**config.mk**
```make
export PLATFORM = sky130hd
export DESIGN_NAME = tnef_attribute_deframer_core
export DESIGN_NICKNAME = d
export VERILOG_FILES = /design/src/rtl/tnef_pkg.sv /design/src/rtl/tnef_attribute_deframer_core.sv /design/src/rtl/tnef_in_reg.sv /design/src/rtl/tnef_parser.sv /design/src/rtl/tnef_out_reg.sv
export SDC_FILE = /design/constraint.sdc
export NUM_CORES = 1
export LEC_CHECK = 0
export ABC_AREA = 1
export BUFFER_PORTS_ARGS = -buffer_cell sky130_fd_sc_hd__buf_2
export CORE_ASPECT_RATIO = 0.6
export CORE_UTILIZATION = 50
export DETAILED_ROUTE_END_ITERATION = 10
export GPL_TIMING_DRIVEN = 1
export HOLD_SLACK_MARGIN = 0.06
export PLACE_DENSITY = 0.68
export SKIP_CTS_REPAIR_TIMING = 1
export SYNTH_ARGS = -nofsm -noshare
export SYNTH_HDL_FRONTEND = slang
export SYNTH_SLANG_ARGS = --single-unit
```
**constraint.sdc**
```tcl
create_clock -name clk -period 11.2 [get_ports clk]
set_input_delay 2.24 -clock clk [delete_from_list [all_inputs] [get_ports clk]]
set_output_delay 2.24 -clock clk [all_outputs]
set_load 0.005 [all_outputs]
```
**src/rtl/tnef_pkg.sv**
```systemverilog
package tnef_pkg;

  // Stream signature, little-endian on the wire
  localparam logic [31:0] SIG_MAGIC    = 32'h223e9f78;
  // Last byte index of the signature and of the key
  localparam logic [31:0] SIG_LAST_POS = 32'd3;
  localparam logic [31:0] KEY_LAST_POS = 32'd1;
  // Header: level byte, then attribute word (1..4), then size (5..8)
  localparam logic [31:0] HDR_WORD_END = 32'd4;
  localparam logic [31:0] HDR_LAST_POS = 32'd8;

  // Attribute that carries the embedded file contents
  localparam logic [7:0]  FILE_LEVEL   = 8'd2;
  localparam logic [15:0] FILE_ATTR_ID = 16'h800f;

  // One input transaction
  typedef struct packed {
    logic       start_of_file;
    logic [7:0] in_byte;
  } item_t;

  // One result transaction
  typedef struct packed {
    logic [2:0]  phase;
    logic [7:0]  data_byte;
    logic        data_valid;
    logic        file_data;
    logic        header_done;
    logic [7:0]  attr_level;
    logic [15:0] attr_type;
    logic [15:0] attr_id;
    logic [31:0] attr_size;
    logic        attr_done;
    logic        checksum_ok;
    logic        signature_bad;
  } result_t;

endpackage

```
**src/rtl/tnef_attribute_deframer_core.sv**
```systemverilog
// TNEF attribute deframer.
// Slave side takes the raw stream one byte per transaction: s_tdata carries
// the byte, s_tuser flags a restart at the signature. Master side gives one
// result transaction per input byte, in order: the byte itself, its parse
// phase, payload and file-data flags, header/attribute completion, the
// checksum verdict and the current attribute header fields.
// m_tlast marks the second checksum byte, i.e. the end of an attribute.
// On acceptance the byte loads the input register; the parse logic output (a
// byte counter, a 16-bit adder and compares) then moves into the result
// register, whose valid flag drives m_tvalid.
// Throughput is one byte per cycle with m_tready held high.
// Reset clears both valid flags and the parse state (signature phase, byte
// count, header fields, checksum sum, bad-signature latch).
// When the receiver stalls, the result register holds its transaction, the
// input register takes one more byte, and s_tready then drops until
// m_tready returns; no byte is lost or repeated.
module tnef_attribute_deframer_core (
  input  logic        clk,
  input  logic        rst,
  input  logic        s_tvalid,
  output logic        s_tready,
  input  logic [7:0]  s_tdata,   // [7:0] in_byte
  input  logic [0:0]  s_tuser,   // [0] start_of_file
  output logic        m_tvalid,
  input  logic        m_tready,
  // [7:0] data_byte, [15:8] attr_level, [31:16] attr_type,
  // [47:32] attr_id, [79:48] attr_size
  output logic [79:0] m_tdata,
  // [2:0] phase, [3] data_valid, [4] file_data, [5] header_done,
  // [6] checksum_ok, [7] signature_bad
  output logic [7:0]  m_tuser,
  output logic        m_tlast    // attr_done
);
  import tnef_pkg::*;

  item_t   s_item;
  item_t   in_item;
  logic    in_valid;
  logic    take;
  logic    step;
  result_t parse_res;
  result_t out_res;

  assign s_item.in_byte       = s_tdata;
  assign s_item.start_of_file = s_tuser[0];

  // Pipeline advances when the result slot is empty or being drained
  assign take = !m_tvalid || m_tready;
  assign step = in_valid && take;

  tnef_in_reg u_in_reg (
    .clk      (clk),
    .rst      (rst),
    .s_tvalid (s_tvalid),
    .s_tready (s_tready),
    .item     (s_item),
    .take     (take),
    .valid    (in_valid),
    .q        (in_item)
  );

  tnef_parser u_parser (
    .clk  (clk),
    .rst  (rst),
    .step (step),
    .item (in_item),
    .res  (parse_res)
  );

  tnef_out_reg u_out_reg (
    .clk      (clk),
    .rst      (rst),
    .take     (take),
    .in_valid (in_valid),
    .d        (parse_res),
    .valid    (m_tvalid),
    .q        (out_res)
  );

  // Pack the result transaction
  assign m_tdata = {out_res.attr_size, out_res.attr_id, out_res.attr_type,
                    out_res.attr_level, out_res.data_byte};
  assign m_tuser = {out_res.signature_bad, out_res.checksum_ok,
                    out_res.header_done, out_res.file_data,
                    out_res.data_valid, out_res.phase};
  assign m_tlast = out_res.attr_done;

endmodule

```
**src/rtl/tnef_in_reg.sv**
```systemverilog
module tnef_in_reg (
  input  logic            clk,
  input  logic            rst,
  input  logic            s_tvalid,
  output logic            s_tready,
  input  tnef_pkg::item_t item,
  input  logic            take,
  output logic            valid,
  output tnef_pkg::item_t q
);
  import tnef_pkg::*;

  // Room when empty or when the held byte moves on this cycle
  assign s_tready = !valid || take;

  always_ff @(posedge clk) begin
    if (rst) begin
      valid <= 1'b0;
    end else if (s_tready) begin
      valid <= s_tvalid;
    end
    if (s_tvalid && s_tready) begin
      q <= item;
    end
  end

endmodule

```
**src/rtl/tnef_parser.sv**
```systemverilog
module tnef_parser (
  input  logic              clk,
  input  logic              rst,
  input  logic              step,
  input  tnef_pkg::item_t   item,
  output tnef_pkg::result_t res
);
  import tnef_pkg::*;

  typedef enum logic [2:0] {
    PH_SIG = 3'd0,
    PH_KEY = 3'd1,
    PH_HDR = 3'd2,
    PH_PAY = 3'd3,
    PH_CHK = 3'd4
  } phase_t;

  // Parse state
  phase_t      phase;
  logic [31:0] pos;
  logic [7:0]  level;
  logic [31:0] word;
  logic [31:0] size;
  logic [15:0] sum;
  logic [7:0]  trailer_low;
  logic        bad;

  phase_t      phase_next;
  logic [31:0] pos_next;
  logic [7:0]  level_next;
  logic [31:0] word_next;
  logic [31:0] size_next;
  logic [15:0] sum_next;
  logic [7:0]  trailer_low_next;
  logic        bad_next;

  phase_t      phase_cur;
  phase_t      ph_out;
  logic [31:0] pos_cur;
  logic [7:0]  magic_byte;
  logic [1:0]  lane;
  logic        valid_o;
  logic        fdata_o;
  logic        hdone_o;
  logic        adone_o;
  logic        ckok_o;

  assign magic_byte = 8'(SIG_MAGIC >> {pos_cur[1:0], 3'b000});
  assign lane       = pos_cur[1:0] - 2'd1;

  // Next state and per-byte flags
  always_comb begin
    phase_cur        = phase;
    pos_cur          = pos;
    bad_next         = bad;
    if (item.start_of_file) begin
      phase_cur = PH_SIG;
      pos_cur   = '0;
      bad_next  = 1'b0;
    end
    if (!(phase_cur inside {PH_SIG, PH_KEY, PH_HDR, PH_PAY, PH_CHK})) begin
      phase_cur = PH_SIG;
      pos_cur   = '0;
    end

    phase_next       = phase_cur;
    pos_next         = pos_cur;
    level_next       = level;
    word_next        = word;
    size_next        = size;
    sum_next         = sum;
    trailer_low_next = trailer_low;
    ph_out           = phase_cur;
    valid_o          = 1'b0;
    fdata_o          = 1'b0;
    hdone_o          = 1'b0;
    adone_o          = 1'b0;
    ckok_o           = 1'b0;

    if (bad_next) begin
      // Latched mismatch: bytes pass through with only signature_bad set
      ph_out = PH_SIG;
    end else begin
      unique case (phase_cur)
        PH_SIG: begin
          if (item.in_byte != magic_byte) begin
            bad_next = 1'b1;
            pos_next = '0;
          end else if (pos_cur >= SIG_LAST_POS) begin
            phase_next = PH_KEY;
            pos_next   = '0;
          end else begin
            pos_next = pos_cur + 32'd1;
          end
        end
        PH_KEY: begin
          if (pos_cur >= KEY_LAST_POS) begin
            phase_next = PH_HDR;
            pos_next   = '0;
          end else begin
            pos_next = pos_cur + 32'd1;
          end
        end
        PH_HDR: begin
          if (pos_cur == '0) begin
            level_next = item.in_byte;
          end else if (pos_cur <= HDR_WORD_END) begin
            word_next[{lane, 3'b000} +: 8] = item.in_byte;
          end else begin
            size_next[{lane, 3'b000} +: 8] = item.in_byte;
          end
          if (pos_cur >= HDR_LAST_POS) begin
            hdone_o    = 1'b1;
            sum_next   = '0;
            pos_next   = '0;
            phase_next = (size_next != '0) ? PH_PAY : PH_CHK;
          end else begin
            pos_next = pos_cur + 32'd1;
          end
        end
        PH_PAY: begin
          valid_o  = 1'b1;
          fdata_o  = (level == FILE_LEVEL) && (word[15:0] == FILE_ATTR_ID);
          sum_next = sum + 16'(item.in_byte);
          if (({1'b0, pos_cur} + 33'd1) >= {1'b0, size}) begin
            phase_next = PH_CHK;
            pos_next   = '0;
          end else begin
            pos_next = pos_cur + 32'd1;
          end
        end
        PH_CHK: begin
          if (pos_cur == '0) begin
            trailer_low_next = item.in_byte;
            pos_next         = 32'd1;
          end else begin
            adone_o    = 1'b1;
            ckok_o     = ({item.in_byte, trailer_low} == sum);
            phase_next = PH_HDR;
            pos_next   = '0;
          end
        end
        default: begin
          phase_next = PH_SIG;
        end
      endcase
    end
  end

  // Result for this byte
  always_comb begin
    res.phase         = ph_out;
    res.data_byte     = item.in_byte;
    res.data_valid    = valid_o;
    res.file_data     = fdata_o;
    res.header_done   = hdone_o;
    res.attr_level    = level_next;
    res.attr_type     = word_next[31:16];
    res.attr_id       = word_next[15:0];
    res.attr_size     = size_next;
    res.attr_done     = adone_o;
    res.checksum_ok   = ckok_o;
    res.signature_bad = bad_next;
  end

  // State update, one byte per step
  always_ff @(posedge clk) begin
    if (rst) begin
      phase       <= PH_SIG;
      pos         <= '0;
      level       <= '0;
      word        <= '0;
      size        <= '0;
      sum         <= '0;
      trailer_low <= '0;
      bad         <= 1'b0;
    end else if (step) begin
      phase       <= phase_next;
      pos         <= pos_next;
      level       <= level_next;
      word        <= word_next;
      size        <= size_next;
      sum         <= sum_next;
      trailer_low <= trailer_low_next;
      bad         <= bad_next;
    end
  end

  // A latched mismatch only ever sits in the signature phase
  a_bad_in_sig: assert property (@(posedge clk) disable iff (rst)
    bad |-> phase == PH_SIG)
    else $error("bad signature latch outside signature phase");

  // Empty payload skips straight to the checksum
  a_empty_payload: assert property (@(posedge clk) disable iff (rst)
    (step && res.header_done && size_next == '0) |=> phase == PH_CHK)
    else $error("empty payload did not go to checksum");

  // End of an attribute returns to a fresh header
  a_attr_wrap: assert property (@(posedge clk) disable iff (rst)
    (step && res.attr_done) |=> (phase == PH_HDR && pos == '0))
    else $error("attribute end did not restart header");

  // Position bounds in the short phases
  a_chk_pos: assert property (@(posedge clk) disable iff (rst)
    phase == PH_CHK |-> pos <= 32'd1)
    else $error("checksum position out of range");

  a_hdr_pos: assert property (@(posedge clk) disable iff (rst)
    phase == PH_HDR |-> pos <= HDR_LAST_POS)
    else $error("header position out of range");

endmodule

```
**src/rtl/tnef_out_reg.sv**
```systemverilog
module tnef_out_reg (
  input  logic              clk,
  input  logic              rst,
  input  logic              take,
  input  logic              in_valid,
  input  tnef_pkg::result_t d,
  output logic              valid,
  output tnef_pkg::result_t q
);
  import tnef_pkg::*;

  // Result register: loads whenever the downstream slot is free
  always_ff @(posedge clk) begin
    if (rst) begin
      valid <= 1'b0;
    end else if (take) begin
      valid <= in_valid;
    end
    if (take && in_valid) begin
      q <= d;
    end
  end

endmodule

```
== Yosys cells after proc, flatten, opt, wreduce, memory -nomap -nowiden ==
Cells that the tools add are included.
Storage, ports and cells
  logic and storage cells: 118
  flip-flop bits (word level): 232
Operators by class
  shifts and indexed selects: 3
  reductions and logical operators: 19
  bitwise logic cells: 4
  muxes and demuxes: 45
  magnitude comparators: 5
  $add $sub $neg: 5
  equal/unequal tests: 13
Operator list (count)
  two-way mux 32 bit: 18
  case mux 32 bit (5 select lines): 1
  bitwise mux 32 bit: 2
  adder 32 x 1 -> 33 bit, second input constant: 1
  greater-or-equal comparator 33 x 32 -> 1 bit: 1
  adder 32 x 1 -> 32 bit, second input constant: 1
  greater-or-equal comparator 32 x 1 -> 1 bit, second input constant: 1
  greater-or-equal comparator 32 x 2 -> 1 bit, second input constant: 1
  greater-or-equal comparator 32 x 4 -> 1 bit, second input constant: 1
  less-or-equal comparator 32 x 3 -> 1 bit, second input constant: 1
  zero test 32 bit: 1
  case mux 16 bit (2 select lines): 1
  nonzero test 32 bit: 1
  variable shift 8 x 7 -> 32 bit, first input constant: 1
  variable part select 8 x 7 -> 32 bit: 1
  two-way mux 3 bit: 10
  >> shifter 30 x 5 -> 8 bit, first input constant: 1
  two-way mux 8 bit: 3
  adder 16 x 8 -> 16 bit: 1
  == test 16 bit: 1
  == test 16 bit, second input constant: 1
  two-way mux 16 bit: 1
  case mux 3 bit (5 select lines): 1
  == test 3 x 2 -> 1 bit, second input constant: 4
  18 further kinds: 38

== Longest topological paths before layout ==
Gate-level depths: netlist of run 1.
  depth after elaboration: 17
  depth in mapped cells: 34

== By module ==
A second synthesis of run 1 with hierarchy kept.
Second synthesis, totals
  cells, all modules: 1788
  area, all modules: 13535.5 um^2
Modules (own cells, without submodules)
  tnef_parser: instances 1, area each 10481.3 um^2, cells each 1674
  tnef_out_reg: instances 1, area each 2716.4 um^2, cells each 95
  tnef_in_reg: instances 1, area each 317.8 um^2, cells each 15
  tnef_attribute_deframer_core: instances 1, area each 20.0 um^2, cells each 4

== Worst setup path before layout of run 1 ==
OpenSTA, ideal clock, no wires.
  kind: input port to flip-flop
  start: in m_tready
  end: reg u_out_reg.q[0] (netlist bit) (enable)
  path buffers: 2
  arrival time: 5.533 ns
  stages: 6
  slack: 5.179 ns
  data required time: 10.712 ns
  cells stage by stage: inv_1 nand2_1 nand2_1 inv_1 clkbuf_1 clkbuf_1
On the way
  cells in the longest elaborated chain, start to end: 2
RTL lines
  start: declaration: RTL line tnef_attribute_deframer_core.sv:25  | input logic m_tready,
  logical OR 1 bit: RTL line tnef_attribute_deframer_core.sv:48  | assign take = !m_tvalid || m_tready;
  logical AND 1 bit
  named net step: RTL line tnef_attribute_deframer_core.sv:40  | logic step;
  end signal: assignment: RTL line tnef_out_reg.sv:20  | q <= d;
  end: declaration: RTL line tnef_out_reg.sv:8  | output tnef_pkg::result_t q
The timed path passes the listed nets, and every way through them passes these cells.
A chain may end at the register's enable or synchronous reset.

== Worst setup path after layout of run 1 ==
  start: reg u_in_reg.q[8] (netlist bit)
  end: reg u_parser.pos[19]
On the way
  cells in the longest elaborated chain, start to end: 9
  elaborated cells on any way between the ends: 31
RTL lines
  start: declaration: RTL line tnef_in_reg.sv:9  | output tnef_pkg::item_t q
  start signal: assignment: RTL line tnef_in_reg.sv:23  | q <= item;
  two-way mux 3 bit: RTL line tnef_parser.sv:56  | if (item.start_of_file) begin
  == test 3 x 1 -> 1 bit, or another cell as far along: RTL line tnef_parser.sv:61  | if (!(phase_cur inside {PH_SIG, PH_KEY, PH_HDR, PH_PAY, PH_CHK})) begin
  nonzero test 5 bit: RTL line tnef_parser.sv:61
  two-way mux 32 bit: RTL line tnef_parser.sv:61
  adder 32 x 1 -> 33 bit, or another cell as far along: RTL line tnef_parser.sv:125  | if (({1'b0, pos_cur} + 33'd1) >= {1'b0, size}) begin
  greater-or-equal comparator 33 x 32 -> 1 bit, or another cell as far along: RTL line tnef_parser.sv:125
  two-way mux 32 bit (on tied branches): RTL line tnef_parser.sv:125, tnef_parser.sv:86
  case mux 32 bit (5 select lines): RTL line tnef_parser.sv:84  | unique case (phase_cur)
  two-way mux 32 bit *: RTL line tnef_parser.sv:80  | if (bad_next) begin
  end signal: assignment: RTL line tnef_parser.sv:179  | pos <= pos_next;
  end: declaration: RTL line tnef_parser.sv:20  | logic [31:0] pos;
Every way passes the cells marked *; elsewhere a longest branch is shown, timed or not.

==> results.toml, run 1 <==
[floorplan]
start_util = 0.515
num_rows = 46
fp.dieH_microns = 130
io_pins = 104
die_x_microns = 216
core_sq_mm = 0.0267
fp.dieArea_sq_mm = 0.0282

[place]
dp.final_hpwl_microns = 29400
gp_congestion = 0.968
numPortBuffers = 103

[route]
met3_wirelength_microns = 4510
antenna_left = 0
dr_total_vias = 12669
remaining_drc_errors = 0
wl_per_cell_microns = 17.5
drt_wl_total_microns = 40600
top_layer_used = "met4"
drt_iter0_markers = 1546
drt_first_pass_iters = 6
wl_met1_microns = 19900
vias_per_cell = 5.46
wl_met2_microns = 15400

[worst_hold_path]
hold_class = "reg -> reg"
whs_path_depth = 2
hold_end = "u_parser.trailer_low[2]"
min_from = "u_parser.trailer_low[2]"

[sta]
rsz0062_at_grt = "false"
setup_tns_ns = 0
setup_viol = 0
fin_crit_sh = 0.623
hold_viol = 0
max_freq_mhz = 143
fin_hold_ws_ns = 0.464
slew-limit-headroom = 0.236
min_period_ns = 6.98
finalMaxSlewViolations = 0
skew_ns = 0.0249
worst_pin_slew_ns = 1.14

[grt]
grt_max_degree = 85
overflow = 0
grt_usage = 0.287
antenna_found_initial = 0
grt_pass1_wl_microns = 63300
first_global_vias = 11296

[cells_and_area]
final_cell_mix = "inv_1 (331), nor2_1 (267), nand2_1 (249)"
num-nets-final = 2011
fin_util = 0.565
final_common_cell = "inv_1"
areaGrowthSynthToFinish_pct = 9.70
layout-drive-gt1-share = 0.0984
diodes = 0

[logic_synthesis]
synthCells = 1895
synth_edf_count = 98
seq_area_frac_synth = 0.409
syn_avg_cell_area_sq_um = 7.26
synth_area_sq_mm = 0.0138
synthArstFlopShare = 0
syn-num-nets = 1962
synth_warnings = 0
synth-main-ff-cell = "dfxtp_1"
netlist-cell-type-count = 45
ys_seq_elements = 232

[run_status]
status = "completed"

[critical_path]
end_kind = "flop"
arrival_ns = 7.38
critPathLaunchType = "flop"
slowest_delay_ns = 0.87
r2r_cells = 29
critPathKind = "reg -> reg"
cpMaxStageDelayCell = "nand4_1"
r2r_start = "u_in_reg.q[8]"
r2r_end = "u_parser.pos[19]"
cp_common_cell = "nand2_1"
crit_required_ns = 11.60
r2r_slack_ns = 4.22
crit_fanout = 56

[clock_tree]
clock_latency_ns = 0.56
cts_tree = "built"
clk_pin_slew_ns = 0.06
clock_sinks = 232
cts_buffers = 23
clockBufferDepth = 3
htreeDepth = 1
cts_root_buffer = "clkbuf_16"

[pwr]
total_power_mw = 2.09
seqPwrFrac = 0.459
p_int_mw = 1.46
switching_power_mw = 0.629
p_per_area_mw_per_mm2 = 138
switching_share = 0.302
comb_power_share = 0.169
clock_power_share = 0.372
p_leak_nw = 7.21
peakVddDrop_mv = 0.113

[run]
maxCapViolCount = 0
-- cells by family (layout without fill, tap and decap cells) --
kind of cell             Yosys count  in the layout  synth area share
XOR/XNOR                          37             37            0.0236
AO/OA/AOI/OAI                    440            440             0.168
buffers and inverters            429            495             0.125
adder cells (fa/ha/maj)           54             54            0.0497
AND/OR/NAND/NOR                  703            703             0.225
flip-flops                       232            232             0.409
-- area by class of cell --
type,instances,area [sq um]
Multi-Input combinational cell,1234,6410
Clock inverter,12,95.1
Clock buffer,30,632
Fill cell,2606,11600
Inverter,340,1280
Timing Repair Buffer,113,591
Tap cell,360,450
Sequential cell,232,5630
-- state kept, by name (all words and copies together) (netlist names) --
signal and count:
u_out_reg.q 89, u_parser.size 32, u_in_reg.valid 1, u_parser.pos 32
u_out_reg.valid 1, u_parser.trailer_low 8, u_parser.word 32, u_parser.bad 1
u_parser.level 8, u_in_reg.q 9, u_parser.phase 3, u_parser.sum 16
-- how the worst max path moves through the flow --
stage                     slack [ns]          endpoint     startpoint
after floorplan                 5.18    u_out_reg.q[0]       m_tready
after global placement          4.51  u_parser.pos[27]  u_in_reg.q[8]
after detailed placement        4.35  u_parser.pos[19]  u_in_reg.q[8]
after CTS                       4.33  u_parser.pos[19]  u_in_reg.q[8]
after global routing            3.55  u_parser.pos[27]  u_in_reg.q[8]
final                           4.22  u_parser.pos[19]  u_in_reg.q[8]
-- Yosys cell counts, types with 2 or more instances --
cell	number	area, sq um
a211oi_1	3	22.5
a21oi_1	150	751
a221oi_1	3	26.3
a31oi_1	5	31.3
a41oi_1	12	105
buf_1	3	11.3
buf_2	11	55.1
buf_4	5	37.5
buf_6	10	113
clkbuf_1	60	225
dfxtp_1	134	2680
edfxtp_1	98	2940
ha_1	53	663
inv_1	333	1250
inv_2	6	22.5
nand2_1	250	938
nand2_2	5	31.3
nand3_1	44	220
nand3_2	4	40.0
nand4_1	35	219
nor2_1	267	1000
nor2_2	7	43.8
nor2_4	4	45.0
nor3_1	59	295
nor3_4	4	65.1
nor3b_1	2	15.0
nor4_1	10	62.6
o211ai_1	3	22.5
o21a_1	6	45.0
o21ai_0	210	1050
o21ai_1	35	175
o21bai_1	2	15.0
o22ai_1	10	62.6
or2_2	6	37.5
xnor2_1	2	17.5
xor2_1	35	307
-- power by group through the flow --
stage          Sequential (mW)  Clock, mW  Combinational, mW
4_1_cts                  0.957      0.785              0.346
3_5_place_dp             0.975          0              0.345
6_report                 0.958      0.776              0.353
2_1_floorplan            0.972          0              0.250
5_1_grt                  0.962      0.818              0.395
3_3_place_gp             0.974          0              0.338
-- through the flow --
step                cells  instance area (sq um)  setup slack, ns
floorplan            1895                  13800             5.18
global placement     2279                  14400             4.51
detailed placement   2279                  14400             4.35
CTS                  2321                  15100             4.33
global route         2321                  15100             3.55
finish               2321                  15100             4.22
-- per-layer routing --
metal	vias up	track usage
li1	6257	-
met1	5800	0.454
met4	0	0.0671
met5	-	0
met3	58	0.0706
met2	554	0.382
-- critical path, delay by kind of cell, from the launching register on --
kind | cells | cell delay [ns]
AO/OA/AOI/OAI | 1 | 0.42
XOR/XNOR | 1 | 0.23
adder cells (fa/ha/maj) | 2 | 0.61
buffers and inverters | 4 | 1.03
flip-flops | 1 | 0.32
AND/OR/NAND/NOR | 21 | 4.21
No activity file was read; power rests on OpenSTA's default activity.
==> run 2: changes to the inputs <==
- clock period: 11.2 -> 6.8 ns (I/O delays scaled with it)
==> run 2 against run 1 <==
Compared with the run above: flip-flop and latch count did not move; register-to-register slack got worse by 2.5 ns; global-route usage fell by 0.15 points; non-clock buffer count rose by 3; power rose by 66%; setup slack got worse by 2.5 ns; utilization rose by 0.27 points; clock skew fell by 0.0097 ns; sequential power rose by 65%; clock power rose by 69%.
==> results.toml, run 2 (synthesis results as in run 1) <==
[clock_tree]
clk_pin_slew_ns = 0.07
clock_sinks = 232
clock_latency_ns = 0.55
clockBufferDepth = 3
cts_tree = "built"
cts_buffers = 24
cts_root_buffer = "clkbuf_16"
htreeDepth = 1

[route]
dr_total_vias = 12838
remaining_drc_errors = 0
drt_iter0_markers = 1484
vias_per_cell = 5.52
drt_first_pass_iters = 6
wl_per_cell_microns = 17.6
antenna_left = 0
drt_wl_total_microns = 40800

[sta]
hold_viol = 0
min_period_ns = 5.06
worst_pin_slew_ns = 0.949
setup_tns_ns = 0
rsz0062_at_grt = "false"
max_freq_mhz = 198
skew_ns = 0.0152
fin_crit_sh = 0.745
finalMaxSlewViolations = 0
slew-limit-headroom = 0.367
setup_viol = 0

[critical_path]
cp_common_cell = "nand2_1"
end_kind = "flop"
crit_required_ns = 7.20
arrival_ns = 5.46
critPathLaunchType = "flop"
r2r_end = "u_parser.pos[19]"
slowest_delay_ns = 0.52
r2r_slack_ns = 1.74
critPathKind = "reg -> reg"
r2r_cells = 29
crit_fanout = 22
r2r_start = "u_in_reg.q[8]"
cpMaxStageDelayCell = "edfxtp_1"

[worst_hold_path]
hold_end = "u_parser.trailer_low[4]"
whs_path_depth = 2
hold_class = "reg -> reg"
min_from = "u_parser.trailer_low[4]"

[floorplan]
fp.dieArea_sq_mm = 0.0282
die_x_microns = 216
core_sq_mm = 0.0267
io_pins = 104
fp.dieH_microns = 130
num_rows = 46
start_util = 0.515

[grt]
antenna_found_initial = 0
overflow = 0
grt_max_degree = 84
grt_usage = 0.286
first_global_vias = 11160
grt_pass1_wl_microns = 62700

[place]
post-place-cells = 2282
numPortBuffers = 103
dp.final_hpwl_microns = 29500
gp_congestion = 0.974

[pwr]
p_leak_nw = 7.24
p_per_area_mw_per_mm2 = 229
peakVddDrop_mv = 0.215

[cells_and_area]
areaGrowthSynthToFinish_pct = 10.2
diodes = 0
n_fill_cell = 2604
top_register = "u_out_reg.q"
num-nets-final = 2015
layout-drive-gt1-share = 0.102
final_cell_mix = "inv_1 (331), nor2_1 (267), nand2_1 (249)"
fin_util = 0.568
largest_register_ffs = 89
fin_cells = 2326
final_common_cell = "inv_1"

[run_status]
status = "completed"

[run]
maxCapViolCount = 0
run 2: changes by cell type in the layout (fill, tap and decap cells not counted), sizes merged:
cell,change
clkinv,+2
inv,-1
buf,+3
clkinvlp,+1
run 2: metrics by stage:
step           total power [mW]  hold slack, ns  cell area [sq um]  setup slack (ns)
6_report                   3.47           0.461              15200              1.74
5_1_grt                    3.62           0.486              15200              1.32
2_1_floorplan              2.01           0.435              13800              1.66
3_3_place_gp               2.16           0.444              14400              2.06
3_5_place_dp               2.17           0.448              14400              1.90
4_1_cts                    3.48           0.458              15200              1.85
run 2: worst max path at each step:
stage | start | slack (ns) | depth (start not counted) | end
3_3_place_gp | u_in_reg.q[8] | 2.06 | 29 | u_parser.pos[27]
4_1_cts | u_in_reg.q[8] | 1.85 | 29 | u_parser.pos[19]
2_1_floorplan | m_tready | 1.66 | 6 | u_out_reg.q[0]
3_5_place_dp | u_in_reg.q[8] | 1.90 | 29 | u_parser.pos[19]
6_report | u_in_reg.q[8] | 1.74 | 29 | u_parser.pos[19]
5_1_grt | u_in_reg.q[8] | 1.32 | 29 | u_parser.pos[19]
run 2: power by group:
group / switching, mW / internal [mW] / total, mW
Combinational: 0.412 / 0.168 / 0.580
Sequential: 0.0427 / 1.54 / 1.58
Clock: 0.585 / 0.727 / 1.31
run 2: cell type report:
| cell class | count | area (sq um) | share of cell area |
|---|---|---|---|
| flip-flops and latches | 232 | 5630 | 0.371 |
| repair buffers | 116 | 613 | 0.0404 |
| multi-input cells | 1234 | 6410 | 0.423 |
| well taps | 360 | 450 | 0.0297 |
| clock inverters | 14 | 124 | 0.00817 |
| inverters | 340 | 1280 | 0.0845 |
| clock buffers | 30 | 653 | 0.0431 |
run 2: routing by layer:
layer / GRT usage / up-vias / routed length [microns]
li1: - / 6275 / -
met1: 0.449 / 5916 / 20000
met2: 0.389 / 572 / 15700
met3: 0.0581 / 75 / 4220
met4: 0.0766 / 0 / 949
met5: 0 / - / 0
run 2: critical path, delay by kind of cell (launching register included):
kind / cells / cell delay, ns
AND/OR/NAND/NOR: 20 / 2.67
buffers and inverters: 5 / 0.73
adder cells (fa/ha/maj): 2 / 0.59
flip-flops: 1 / 0.52
XOR/XNOR: 1 / 0.19
AO/OA/AOI/OAI: 1 / 0.17
